## config.mk

```make
export PLATFORM = sky130hd
export DESIGN_NAME = handshake_bus_to_ram_port_bridge_top
export DESIGN_NICKNAME = d
export VERILOG_FILES = /design/src/hbrb_pkg.sv /design/src/handshake_bus_to_ram_port_bridge_top.sv /design/src/hbrb_core.sv
export SDC_FILE = /design/constraint.sdc
export NUM_CORES = 1
export LEC_CHECK = 0
export ABC_AREA = 1
export BUFFER_PORTS_ARGS = -buffer_cell sky130_fd_sc_hd__clkbuf_2
export CAP_MARGIN = 10
export CORE_MARGIN = 2
export CORE_UTILIZATION = 61
export DETAILED_ROUTE_END_ITERATION = 8
export PLACE_DENSITY_LB_ADDON = 0.12
export SLEW_MARGIN = 5
export SYNTH_ARGS = -nofsm -noshare
export SYNTH_HDL_FRONTEND = slang
export SYNTH_SLANG_ARGS = --single-unit
export TNS_END_PERCENT = 10
```

## constraint.sdc

```tcl
create_clock -name clk -period 7.2 [get_ports clk]
set_input_delay 0.36 -clock clk [delete_from_list [all_inputs] [get_ports clk]]
set_output_delay 0.36 -clock clk [all_outputs]
set_load 0.005 [all_outputs]
```

## src/hbrb_pkg.sv

```systemverilog
// shared types and constants of the host bus to ram port bridge
`default_nettype none

package hbrb_pkg;

	localparam int ADDR_BITS = 16;
	localparam int TAG_BITS  = 5;
	localparam int WORD_BITS = 8;

	// control phase of the single operation in flight
	typedef enum logic [1:0] {
		PH_IDLE = 2'd0,
		PH_DATA = 2'd1,
		PH_RESP = 2'd2
	} phase_t;

	// ram result kind codes
	localparam logic [1:0] RK_NONE  = 2'd0;
	localparam logic [1:0] RK_READ  = 2'd1;
	localparam logic [1:0] RK_WRITE = 2'd2;

	// host_ready bit positions
	localparam int HR_RD = 0;
	localparam int HR_WR = 1;

	// one input word: the sampled bus and ram port for one cycle step
	typedef struct packed {
		logic                 wr_req_valid;
		logic [ADDR_BITS-1:0] wr_req_addr;
		logic [TAG_BITS-1:0]  wr_req_tag;
		logic                 rd_req_valid;
		logic [ADDR_BITS-1:0] rd_req_addr;
		logic [TAG_BITS-1:0]  rd_req_tag;
		logic                 wr_data_valid;
		logic [WORD_BITS-1:0] wr_data_word;
		logic [1:0]           host_ready;
		logic [1:0]           ram_result_kind;
		logic [TAG_BITS-1:0]  ram_result_tag;
		logic [WORD_BITS-1:0] ram_read_word;
	} item_t;

	// one result word
	typedef struct packed {
		logic [2:0]           accept_ready;
		logic                 rd_resp_valid;
		logic [TAG_BITS-1:0]  rd_resp_tag;
		logic [WORD_BITS-1:0] rd_resp_word;
		logic                 wr_ack_valid;
		logic [TAG_BITS-1:0]  wr_ack_tag;
		logic                 ram_cmd_valid;
		logic                 ram_cmd_write;
		logic [ADDR_BITS-1:0] ram_cmd_addr;
		logic [TAG_BITS-1:0]  ram_cmd_tag;
		logic [WORD_BITS-1:0] ram_cmd_data;
	} result_t;

endpackage

`default_nettype wire

```

## src/handshake_bus_to_ram_port_bridge_top.sv

```systemverilog
// top level of the host bus to ram port bridge with input and result registers
//
// usage:
//  - each input word is one cycle's sample of the host bus (request, data and
//    response-ready lines) and of the ram port's result lines; it arrives on
//    in_valid/in_ready, each field a port of its own
//  - each input word yields exactly one result word on out_valid/out_ready:
//    the ready bits of the three host buffers, the held read data and write
//    response, and the command driven to the ram port
//  - an accepted word is held in the input register, worked on by the core,
//    and its result is loaded into the result register that drives out_valid
//  - throughput: one word per cycle; the input register advances whenever
//    the result register is empty or being drained in the same cycle
//  - when the receiver stalls, the result register holds and the input
//    register fills; in_ready then drops until out_ready returns
//  - reset (arst_n low) empties both registers and clears all channel
//    buffers, the phase, the arbiter priority (writes first) and the grant
`default_nettype none

module handshake_bus_to_ram_port_bridge_top
	import hbrb_pkg::*;
(
	input  wire logic                 clk,
	input  wire logic                 arst_n,

	input  wire logic                 in_valid,
	output      logic                 in_ready,
	input  wire logic                 wr_req_valid,
	input  wire logic [ADDR_BITS-1:0] wr_req_addr,
	input  wire logic [TAG_BITS-1:0]  wr_req_tag,
	input  wire logic                 rd_req_valid,
	input  wire logic [ADDR_BITS-1:0] rd_req_addr,
	input  wire logic [TAG_BITS-1:0]  rd_req_tag,
	input  wire logic                 wr_data_valid,
	input  wire logic [WORD_BITS-1:0] wr_data_word,
	input  wire logic [1:0]           host_ready,
	input  wire logic [1:0]           ram_result_kind,
	input  wire logic [TAG_BITS-1:0]  ram_result_tag,
	input  wire logic [WORD_BITS-1:0] ram_read_word,

	output      logic                 out_valid,
	input  wire logic                 out_ready,
	output      logic [2:0]           accept_ready,
	output      logic                 rd_resp_valid,
	output      logic [TAG_BITS-1:0]  rd_resp_tag,
	output      logic [WORD_BITS-1:0] rd_resp_word,
	output      logic                 wr_ack_valid,
	output      logic [TAG_BITS-1:0]  wr_ack_tag,
	output      logic                 ram_cmd_valid,
	output      logic                 ram_cmd_write,
	output      logic [ADDR_BITS-1:0] ram_cmd_addr,
	output      logic [TAG_BITS-1:0]  ram_cmd_tag,
	output      logic [WORD_BITS-1:0] ram_cmd_data
);

	// input register
	logic    valid_s1;
	item_t   item_s1;

	// result register
	logic    res_valid_q;
	result_t res_q;

	result_t res_c;
	logic    step;
	logic    in_take;

	// the core steps once per word, when its result has a place to go
	assign step     = valid_s1 && (!res_valid_q || out_ready);
	assign in_ready = !valid_s1 || step;
	assign in_take  = in_valid && in_ready;

	always_ff @(posedge clk or negedge arst_n) begin
		if (!arst_n) begin
			valid_s1 <= 1'b0;
		end else if (in_ready) begin
			valid_s1 <= in_valid;
		end
	end

	always_ff @(posedge clk) begin
		if (in_take) begin
			item_s1.wr_req_valid    <= wr_req_valid;
			item_s1.wr_req_addr     <= wr_req_addr;
			item_s1.wr_req_tag      <= wr_req_tag;
			item_s1.rd_req_valid    <= rd_req_valid;
			item_s1.rd_req_addr     <= rd_req_addr;
			item_s1.rd_req_tag      <= rd_req_tag;
			item_s1.wr_data_valid   <= wr_data_valid;
			item_s1.wr_data_word    <= wr_data_word;
			item_s1.host_ready      <= host_ready;
			item_s1.ram_result_kind <= ram_result_kind;
			item_s1.ram_result_tag  <= ram_result_tag;
			item_s1.ram_read_word   <= ram_read_word;
		end
	end

	hbrb_core u_core (
		.clk    (clk),
		.arst_n (arst_n),
		.step   (step),
		.item   (item_s1),
		.res    (res_c)
	);

	// result register: loads on a step, empties when taken with nothing behind
	always_ff @(posedge clk or negedge arst_n) begin
		if (!arst_n) begin
			res_valid_q <= 1'b0;
		end else if (step) begin
			res_valid_q <= 1'b1;
		end else if (out_ready) begin
			res_valid_q <= 1'b0;
		end
	end

	always_ff @(posedge clk) begin
		if (step) begin
			res_q <= res_c;
		end
	end

	assign out_valid     = res_valid_q;
	assign accept_ready  = res_q.accept_ready;
	assign rd_resp_valid = res_q.rd_resp_valid;
	assign rd_resp_tag   = res_q.rd_resp_tag;
	assign rd_resp_word  = res_q.rd_resp_word;
	assign wr_ack_valid  = res_q.wr_ack_valid;
	assign wr_ack_tag    = res_q.wr_ack_tag;
	assign ram_cmd_valid = res_q.ram_cmd_valid;
	assign ram_cmd_write = res_q.ram_cmd_write;
	assign ram_cmd_addr  = res_q.ram_cmd_addr;
	assign ram_cmd_tag   = res_q.ram_cmd_tag;
	assign ram_cmd_data  = res_q.ram_cmd_data;

`ifndef SYNTHESIS
	// a stalled result with a full input register must block the input
	a_block_when_full: assert property (@(posedge clk) disable iff (!arst_n)
		valid_s1 && res_valid_q && !out_ready |-> !in_ready)
		else $error("input taken while both registers are full");

	// a step always leaves a result behind
	a_step_fills: assert property (@(posedge clk) disable iff (!arst_n)
		step |=> res_valid_q)
		else $error("step did not produce a result");

	// a stalled result holds its command word
	a_res_hold: assert property (@(posedge clk) disable iff (!arst_n)
		res_valid_q && !out_ready |=> res_valid_q && $stable(res_q))
		else $error("stalled result changed");

	// write command flag only with a command
	a_cmd_write_valid: assert property (@(posedge clk) disable iff (!arst_n)
		res_valid_q |-> (!res_q.ram_cmd_write || res_q.ram_cmd_valid))
		else $error("write flag without a command");
`endif

endmodule

`default_nettype wire

```

## src/hbrb_core.sv

```systemverilog
// bridge state: channel buffers, arbiter and phase control, one step per word
`default_nettype none

module hbrb_core
	import hbrb_pkg::*;
(
	input  wire logic    clk,
	input  wire logic    arst_n,
	input  wire logic    step,
	input  wire item_t   item,
	output      result_t res
);

	phase_t               phase_q, phase_d;
	logic                 busy_rd_q, busy_rd_d;
	logic                 rd_first_q, rd_first_d;
	logic                 wreq_v_q, wreq_v_d;
	logic [ADDR_BITS-1:0] wreq_addr_q, wreq_addr_d;
	logic [TAG_BITS-1:0]  wreq_tag_q, wreq_tag_d;
	logic                 rreq_v_q, rreq_v_d;
	logic [ADDR_BITS-1:0] rreq_addr_q, rreq_addr_d;
	logic [TAG_BITS-1:0]  rreq_tag_q, rreq_tag_d;
	logic                 wdat_v_q, wdat_v_d;
	logic [WORD_BITS-1:0] wdat_word_q, wdat_word_d;
	logic                 rresp_v_q, rresp_v_d;
	logic [TAG_BITS-1:0]  rresp_tag_q, rresp_tag_d;
	logic [WORD_BITS-1:0] rresp_word_q, rresp_word_d;
	logic                 ack_v_q, ack_v_d;
	logic [TAG_BITS-1:0]  ack_tag_q, ack_tag_d;
	logic [ADDR_BITS-1:0] gnt_addr_q, gnt_addr_d;
	logic [TAG_BITS-1:0]  gnt_tag_q, gnt_tag_d;

	logic do_read, wr_grant, issue_wr;

	// arbitration and write issue decisions
	always_comb begin
		do_read  = 1'b0;
		wr_grant = 1'b0;
		issue_wr = 1'b0;
		case (phase_q)
			PH_IDLE: begin
				if (rd_first_q) begin
					do_read  = rreq_v_q;
					wr_grant = !rreq_v_q && wreq_v_q;
				end else begin
					wr_grant = wreq_v_q;
					do_read  = !wreq_v_q && rreq_v_q;
				end
			end
			PH_DATA: begin
				issue_wr = !busy_rd_q && wdat_v_q;
			end
			default: begin
			end
		endcase
	end

	// next state
	always_comb begin
		phase_d      = phase_q;
		busy_rd_d    = busy_rd_q;
		rd_first_d   = rd_first_q;
		wreq_v_d     = wreq_v_q;
		wreq_addr_d  = wreq_addr_q;
		wreq_tag_d   = wreq_tag_q;
		rreq_v_d     = rreq_v_q;
		rreq_addr_d  = rreq_addr_q;
		rreq_tag_d   = rreq_tag_q;
		wdat_v_d     = wdat_v_q;
		wdat_word_d  = wdat_word_q;
		rresp_v_d    = rresp_v_q;
		rresp_tag_d  = rresp_tag_q;
		rresp_word_d = rresp_word_q;
		ack_v_d      = ack_v_q;
		ack_tag_d    = ack_tag_q;
		gnt_addr_d   = gnt_addr_q;
		gnt_tag_d    = gnt_tag_q;

		if (item.host_ready[HR_RD]) begin
			rresp_v_d = 1'b0;
		end
		if (item.host_ready[HR_WR]) begin
			ack_v_d = 1'b0;
		end

		if (do_read) begin
			busy_rd_d  = 1'b1;
			gnt_addr_d = rreq_addr_q;
			gnt_tag_d  = rreq_tag_q;
			rreq_v_d   = 1'b0;
			rd_first_d = 1'b0;
			phase_d    = PH_DATA;
		end else if (wr_grant) begin
			busy_rd_d  = 1'b0;
			gnt_addr_d = wreq_addr_q;
			gnt_tag_d  = wreq_tag_q;
			wreq_v_d   = 1'b0;
			rd_first_d = 1'b1;
			phase_d    = PH_DATA;
		end else if (issue_wr) begin
			wdat_v_d = 1'b0;
			phase_d  = PH_RESP;
		end

		// ram results land in the response buffers whatever the phase
		case (item.ram_result_kind)
			RK_READ: begin
				rresp_v_d    = 1'b1;
				rresp_tag_d  = item.ram_result_tag;
				rresp_word_d = item.ram_read_word;
			end
			RK_WRITE: begin
				ack_v_d   = 1'b1;
				ack_tag_d = item.ram_result_tag;
			end
			default: begin
			end
		endcase

		// completion sees the phase after this step's grant
		if (phase_d == PH_DATA && busy_rd_d) begin
			if (rresp_v_q && item.host_ready[HR_RD]) begin
				phase_d = PH_IDLE;
			end
		end else if (phase_d == PH_RESP) begin
			if (ack_v_q && item.host_ready[HR_WR]) begin
				phase_d = PH_IDLE;
			end
		end

		// empty buffers reload the whole channel
		if (!wreq_v_q) begin
			wreq_v_d    = item.wr_req_valid;
			wreq_addr_d = item.wr_req_addr;
			wreq_tag_d  = item.wr_req_tag;
		end
		if (!rreq_v_q) begin
			rreq_v_d    = item.rd_req_valid;
			rreq_addr_d = item.rd_req_addr;
			rreq_tag_d  = item.rd_req_tag;
		end
		if (!wdat_v_q) begin
			wdat_v_d    = item.wr_data_valid;
			wdat_word_d = item.wr_data_word;
		end
	end

	// outputs
	always_comb begin
		res.accept_ready  = {!wdat_v_q, !rreq_v_q, !wreq_v_q};
		res.rd_resp_valid = rresp_v_q;
		res.rd_resp_tag   = rresp_tag_q;
		res.rd_resp_word  = rresp_word_q;
		res.wr_ack_valid  = ack_v_q;
		res.wr_ack_tag    = ack_tag_q;
		res.ram_cmd_valid = do_read || issue_wr;
		res.ram_cmd_write = issue_wr;
		res.ram_cmd_addr  = gnt_addr_d;
		res.ram_cmd_tag   = gnt_tag_d;
		res.ram_cmd_data  = wdat_word_q;
	end

	always_ff @(posedge clk or negedge arst_n) begin
		if (!arst_n) begin
			phase_q      <= PH_IDLE;
			busy_rd_q    <= 1'b0;
			rd_first_q   <= 1'b0;
			wreq_v_q     <= 1'b0;
			wreq_addr_q  <= '0;
			wreq_tag_q   <= '0;
			rreq_v_q     <= 1'b0;
			rreq_addr_q  <= '0;
			rreq_tag_q   <= '0;
			wdat_v_q     <= 1'b0;
			wdat_word_q  <= '0;
			rresp_v_q    <= 1'b0;
			rresp_tag_q  <= '0;
			rresp_word_q <= '0;
			ack_v_q      <= 1'b0;
			ack_tag_q    <= '0;
			gnt_addr_q   <= '0;
			gnt_tag_q    <= '0;
		end else if (step) begin
			phase_q      <= phase_d;
			busy_rd_q    <= busy_rd_d;
			rd_first_q   <= rd_first_d;
			wreq_v_q     <= wreq_v_d;
			wreq_addr_q  <= wreq_addr_d;
			wreq_tag_q   <= wreq_tag_d;
			rreq_v_q     <= rreq_v_d;
			rreq_addr_q  <= rreq_addr_d;
			rreq_tag_q   <= rreq_tag_d;
			wdat_v_q     <= wdat_v_d;
			wdat_word_q  <= wdat_word_d;
			rresp_v_q    <= rresp_v_d;
			rresp_tag_q  <= rresp_tag_d;
			rresp_word_q <= rresp_word_d;
			ack_v_q      <= ack_v_d;
			ack_tag_q    <= ack_tag_d;
			gnt_addr_q   <= gnt_addr_d;
			gnt_tag_q    <= gnt_tag_d;
		end
	end

`ifndef SYNTHESIS
	// a write command only follows a write grant, never a read one
	a_wr_not_busy_rd: assert property (@(posedge clk) disable iff (!arst_n)
		step && issue_wr |-> !busy_rd_q)
		else $error("write issued while a read is in flight");

	// a write grant always enters the data phase; a read grant may complete in the same step
	a_grant_leaves_idle: assert property (@(posedge clk) disable iff (!arst_n)
		step && wr_grant |=> phase_q == PH_DATA)
		else $error("write grant did not enter data phase");

	// priority goes to the other side after every grant: reads first after a write, writes first after a read
	a_prio_flip: assert property (@(posedge clk) disable iff (!arst_n)
		step && (do_read || wr_grant) |=> rd_first_q == $past(wr_grant))
		else $error("priority did not alternate");
`endif

endmodule

`default_nettype wire
```

==> After elaboration in Yosys (flattened, before gate mapping) <==
Index checks and enable logic that the tools add are counted.
{ "classes": {"eq_ne": 5, "muxes": 35, "n_bitwise": 3, "n_reduce_logical": 30} }
{ "op_table": {"columns": ["operator", "n"], "rows": [
  ["2-to-1 mux 16 bit", 2],
  ["2-to-1 mux 1 bit", 24],
  ["AND reduction 2 bit", 8],
  ["2-to-1 mux 2 bit", 7],
  ["2-to-1 mux 5 bit", 2],
  ["logical AND 1 bit", 8],
  ["nonzero test 2 bit", 4],
  ["== test 2 x 1 -> 1 bit, second input constant", 3],
  ["logical NOT 1 bit", 6],
  ["== test 2 bit, second input constant", 2],
  ["logical OR 1 bit", 3],
  ["inverter 1 bit", 3],
  ["logical NOT 2 bit", 1]
]} }
{ "totals": {"register_bits": 224, "inputBits": 74, "output_inout_bits": 56, "wordCells": 116} }

==> Longest topological paths before layout <==
{ "depth": {"word_depth": 9, "mapped_depth": 9, "mapped_depth_nobuf": 8} }

==> By module <==
From an unflattened synthesis, not the netlist that was laid out.
{ "unflattened": {"hier_cells": 557, "hier_area_um2": 8373.0} }
{ "by_module_without_submodules": {"columns": ["mod", "n_inst", "cells_per_inst", "area_per_inst_um2", "seq_area_each_um2"], "rows": [
  ["hbrb_core", 1, 421, 4554.4, 2452.4],
  ["handshake_bus_to_ram_port_bridge_top", 1, 136, 3818.7, 3773.6]
]} }

==> Least setup slack after synthesis <==
No wires, ideal clock.
{ "synth_timing": {"path_kind": "register to register", "from": "register res_valid_q (netlist: out_valid)", "to": "register item_s1[0] (netlist name) (enable)", "setup_time_ps": 424, "t_arrival_ps": 1974, "required_ps": 6776, "path_slack_ps": 4802, "stages_incl_launch_ff": 4, "n_path_buf": 0, "synth_period_minus_slack_ps": 2398, "path_cell_list": "dfrtp_1 -> nand3_1 -> nand2_1 -> inv_1"} }
{ "synth_via": {"elab_chain_cells": 5} }
{ "synth_lines": {"columns": ["item", "line_no", "rtl"], "rows": [
  ["start: declaration", "handshake_bus_to_ram_port_bridge_top.sv:61", "logic res_valid_q;"],
  ["start signal: assignment", "handshake_bus_to_ram_port_bridge_top.sv:109", "res_valid_q <= 1'b0;"],
  ["start signal: assignment", "handshake_bus_to_ram_port_bridge_top.sv:111", "res_valid_q <= 1'b1;"],
  ["start signal: assignment", "handshake_bus_to_ram_port_bridge_top.sv:113", "res_valid_q <= 1'b0;"],
  ["logical NOT 1 bit", "handshake_bus_to_ram_port_bridge_top.sv:69", "assign step = valid_s1 && (!res_valid_q || out_ready);"],
  ["logical OR 1 bit", "handshake_bus_to_ram_port_bridge_top.sv:69", null],
  ["logical AND 1 bit", "handshake_bus_to_ram_port_bridge_top.sv:69", null],
  ["logical OR 1 bit", "handshake_bus_to_ram_port_bridge_top.sv:70", "assign in_ready = !valid_s1 || step;"],
  ["net in_ready", "handshake_bus_to_ram_port_bridge_top.sv:27", "output logic in_ready,"],
  ["logical AND 1 bit", "handshake_bus_to_ram_port_bridge_top.sv:71", "assign in_take = in_valid && in_ready;"],
  ["net in_take", "handshake_bus_to_ram_port_bridge_top.sv:66", "logic in_take;"],
  ["end: declaration", "handshake_bus_to_ram_port_bridge_top.sv:58", "item_t item_s1;"]
]} }
The timed path passes the listed nets, and every way through them passes these cells.
A chain may end at the register's enable or synchronous reset.

==> Final worst setup path <==
{ "layout_timing": {"from": "register res_valid_q (netlist: out_valid)", "to": "register u_core.rreq_addr_q[4]"} }
{ "layout_via": {"elab_chain_cells": 4} }
{ "layout_lines": {"columns": ["item", "line_no", "rtl"], "rows": [
  ["logical NOT 1 bit", "handshake_bus_to_ram_port_bridge_top.sv:69", null],
  ["logical OR 1 bit", "handshake_bus_to_ram_port_bridge_top.sv:69", null],
  ["logical AND 1 bit", "handshake_bus_to_ram_port_bridge_top.sv:69", null],
  ["AND reduction 2 bit (no line)", null, null],
  ["end signal: assignment", "hbrb_core.sv:191", "rreq_addr_q <= rreq_addr_d;"],
  ["end: declaration", "hbrb_core.sv:21", "logic [ADDR_BITS-1:0] rreq_addr_q, rreq_addr_d;"]
]} }
No other way between the ends.

==> results.sh <==
export IMPL_synth_async_reset_ratio_pct=44.6
export IMPL_cts_reportedPaths_clkPinSlew_ns=0.06
export IMPL_outcome="finished, final reports clean"
export IMPL_swShare_pct=31.9
export IMPL_route_antenna_remaining_nets=0
export IMPL_register_share_of_total_power_pct=50.0
export IMPL_grt_pass1_vias=5360
export IMPL_globalplace_congestion=0.827
export IMPL_critical_path_startpoint_type="register"
export IMPL_clock_buffers_created_by_tritoncts=23
export IMPL_floorplan_initialDensity_pct=61.9
export IMPL_timing_hold_ws_ns=0.0162
export IMPL_worst_endpoint_arrival_ns=3.76
export IMPL_drt_drc_violations_left=0
export IMPL_die_height_um=122
export IMPL_drt_first_iter_violations=476
export IMPL_hold_violations=0
export IMPL_avgSynthCellArea_um2=12.5
export IMPL_hpwlAfterDp_mm=10.3
export IMPL_core_um2=13700
export IMPL_globalRoute_busiestLayer="met2"
export IMPL_finalNetCount=870
export IMPL_intPower_uw=2690
export IMPL_post_synthesis_cells=677
export IMPL_row_count=43
export IMPL_synth_enable_flop_cells=124
export IMPL_max_cap_violations=0
export IMPL_post_cts_resized_instances=0
export IMPL_timing_critical_path_required_ns=7.60
export IMPL_yosysSeqAreaShare_pct=73.3
export IMPL_p_comb_share_pct=21.7
export IMPL_cts_num_sinks=224
export IMPL_antenna_found_initial=0
export IMPL_synth_cell_type_count=23
export IMPL_floorplan_die_area_um2=14900
export IMPL_timing_slew_headroom_pct=28.6
export IMPL_rsz0062_at_grt="false"
export IMPL_drt_pass1_iter_count=5
export IMPL_clock_root_buffer="sky130_fd_sc_hd__clkbuf_16"
export IMPL_final_max_slew_viol_count=0
export IMPL_synth_top_cells_by_area="sky130_fd_sc_hd__edfxtp_1 (44%), sky130_fd_sc_hd__dfrtp_1 (29%), sky130_fd_sc_hd__nand2_1 (9.6%)"
export IMPL_grt_met3_usage_pct=6.51
export IMPL_cts_tree="built"
export IMPL_yosys_top_cells_count="sky130_fd_sc_hd__nand2_1 (218), sky130_fd_sc_hd__edfxtp_1 (124), sky130_fd_sc_hd__dfrtp_1 (100)"
export IMPL_vdd_ir_drop_worst_v=0.000259
export IMPL_io_buffers=129
export IMPL_grt_total_usage_pct=22.7
export IMPL_cts_max_level=1
export IMPL_clk_insertion_delay_late_ns=0.52
export IMPL_worstSetupEndpointType="register"
export IMPL_final_core_utilization_pct=72.2
export IMPL_period_share_pct=46.6
export IMPL_global_route_overflow_total=0
export IMPL_clockBufferDepth=3
export IMPL_pin_count_of_the_biggest_net_entering_global_routing=85
export IMPL_finalClockSkew_ns=0.0141
export IMPL_max_freq_mhz=298
export IMPL_yosys_warning_count=0
export IMPL_timing_worst_slew_pin_value_ns=1.07
export IMPL_detail_route_wirelength_mm=16.1
export IMPL_globalRouteMet1Util_pct=32.0
export IMPL_power_clock_fraction_pct=28.2
export IMPL_synthFlopType="sky130_fd_sc_hd__edfxtp_1"
export IMPL_synth_ff_latch_count=224
export IMPL_finalCriticalPeriod_ns=3.36
export IMPL_post_synth_top_area_cell="sky130_fd_sc_hd__edfxtp_1"
export IMPL_yosys_area_top_type_share_pct=43.8
export IMPL_worstSetupPathType="register to register"
export IMPL_grt_first_pass_wirelength_mm=26.4
export IMPL_final_setup_viol_count=0
export IMPL_detail_route_wl_per_cell_um=16.2
export IMPL_diodes=0
export IMPL_final_layout_size_suffix_gt1_share_pct=26.8
export IMPL_number_of_vias_in_the_routed_layout=5429
export IMPL_cell_area_synth_um2=8490
export IMPL_power_density_nw_per_um2=400
export IMPL_drt_vias_per_instance=5.47
export IMPL_yosysMostFrequentCell="sky130_fd_sc_hd__nand2_1"
export IMPL_io_pins=130
export IMPL_final_setup_tns_ns=0
export IMPL_power_leakage_uw=0.00459
export IMPL_layout_area_overhead_vs_synth_pct=16.6
export IMPL_timing_critical_path_fanout_max=82
export IMPL_die_width_um=122
export IMPL_p_sw_uw=1260
export IMPL_synth_fp_nets=751
export IMPL_path_type_of_the_worst_min_delay_path="input pin to register"
export IMPL_grtUsageMet2_pct=35.4
metrics by stage:
stage / setup slack (ns) / std cells / total power [uW] / area [um^2]
2_1_floorplan: 4.80 / 677 / 2580 / 8490
3_3_place_gp: 3.97 / 950 / 2810 / 9180
3_5_place_dp: 3.81 / 950 / 2860 / 9180
4_1_cts: 3.87 / 993 / 3980 / 9900
5_1_grt: 3.57 / 993 / 4180 / 9900
6_report: 3.84 / 993 / 3960 / 9900
cells by family after synthesis:
family	count (synthesis)	synth area share, %
AND/OR/NAND/NOR	380	22.4
AO/OA/AOI/OAI	16	0.943
buffers and inverters	57	3.34
flip-flops	224	73.3
per-layer routing:
| layer | wire length (um) | part of all wire (%) |
|---|---|---|
| met5 | 0 | 0 |
| met4 | 358 | 2.2 |
| met3 | 1360 | 8.5 |
| met2 | 7370 | 46 |
| met1 | 7030 | 44 |
cell usage in the layout, fill, tap and decap left out, drive strengths merged, types with 3 or more instances in the layout:
cell type	count
nand2	222
clkbuf	157
edfxtp	124
nand3	108
dfrtp	100
nand4	42
inv	20
o21ai	13
clkinv	9
nor2	7
buf	4
a21oi	3
final timing paths:
check                                               to  depth (start not counted)  slack (ns)                   start
worst max-delay path             u_core.rreq_addr_q[4]                          7        3.84               out_valid
max in group asynchronous         u_core.gnt_addr_q[4]                          3        5.61                  arst_n
worst min-delay path                        item_s1[7]                          1        0.02        ram_read_word[7]
worst max register to register   u_core.rreq_addr_q[4]                          7        3.84               out_valid
min in group asynchronous       u_core.rresp_word_q[4]                          2        0.27                  arst_n
worst min register to register         rd_resp_word[4]                          0        0.45  u_core.rresp_word_q[4]
layout make-up:
class	instances	area [um^2]
clock buffer	29	608
clock inverter	13	109
fill	966	3820
inverter	18	70.1
multi-input combinational	396	1980
sequential	224	6230
tap	180	225
timing repair buffer	133	681
timing repair:
action	in CTS	in global routing
setup buffers	0	0
hold buffers	1	0
hold endpoints to repair	16	0
state kept, by name, indices dropped and copies added, names as in the netlist, 2 cells and up:
signal               count
accept_ready             3
item_s1                 70
ram_cmd_addr            16
ram_cmd_data             8
ram_cmd_tag              5
rd_resp_tag              5
rd_resp_word             8
u_core.ack_tag_q         5
u_core.gnt_addr_q       16
u_core.gnt_tag_q         5
u_core.phase_q           2
u_core.rreq_addr_q      16
u_core.rreq_tag_q        5
u_core.rresp_tag_q       5
u_core.rresp_word_q      8
u_core.wdat_word_q       8
u_core.wreq_addr_q      16
u_core.wreq_tag_q        5
wr_ack_tag               5
power by group through the flow:
stage	registers (uW)	clock network (uW)	logic, uW
after global routing	2020	1190	979
after detailed placement	2000	0	860
after CTS	1980	1130	866
final	1980	1120	861
after global placement	1980	0	822
after floorplan	1940	0	640
worst max-delay path, stage by stage, from the launching register on:
cell                      delay, ns
sky130_fd_sc_hd__dfrtp_1       0.39
sky130_fd_sc_hd__nand2_1       0.11
sky130_fd_sc_hd__nand2_2       0.35
sky130_fd_sc_hd__inv_4         0.81
sky130_fd_sc_hd__buf_4         0.68
sky130_fd_sc_hd__nand2_1       0.58
sky130_fd_sc_hd__nand2_1       0.22
sky130_fd_sc_hd__nand2_1       0.06
No activity file was read; power rests on OpenSTA's default activity.
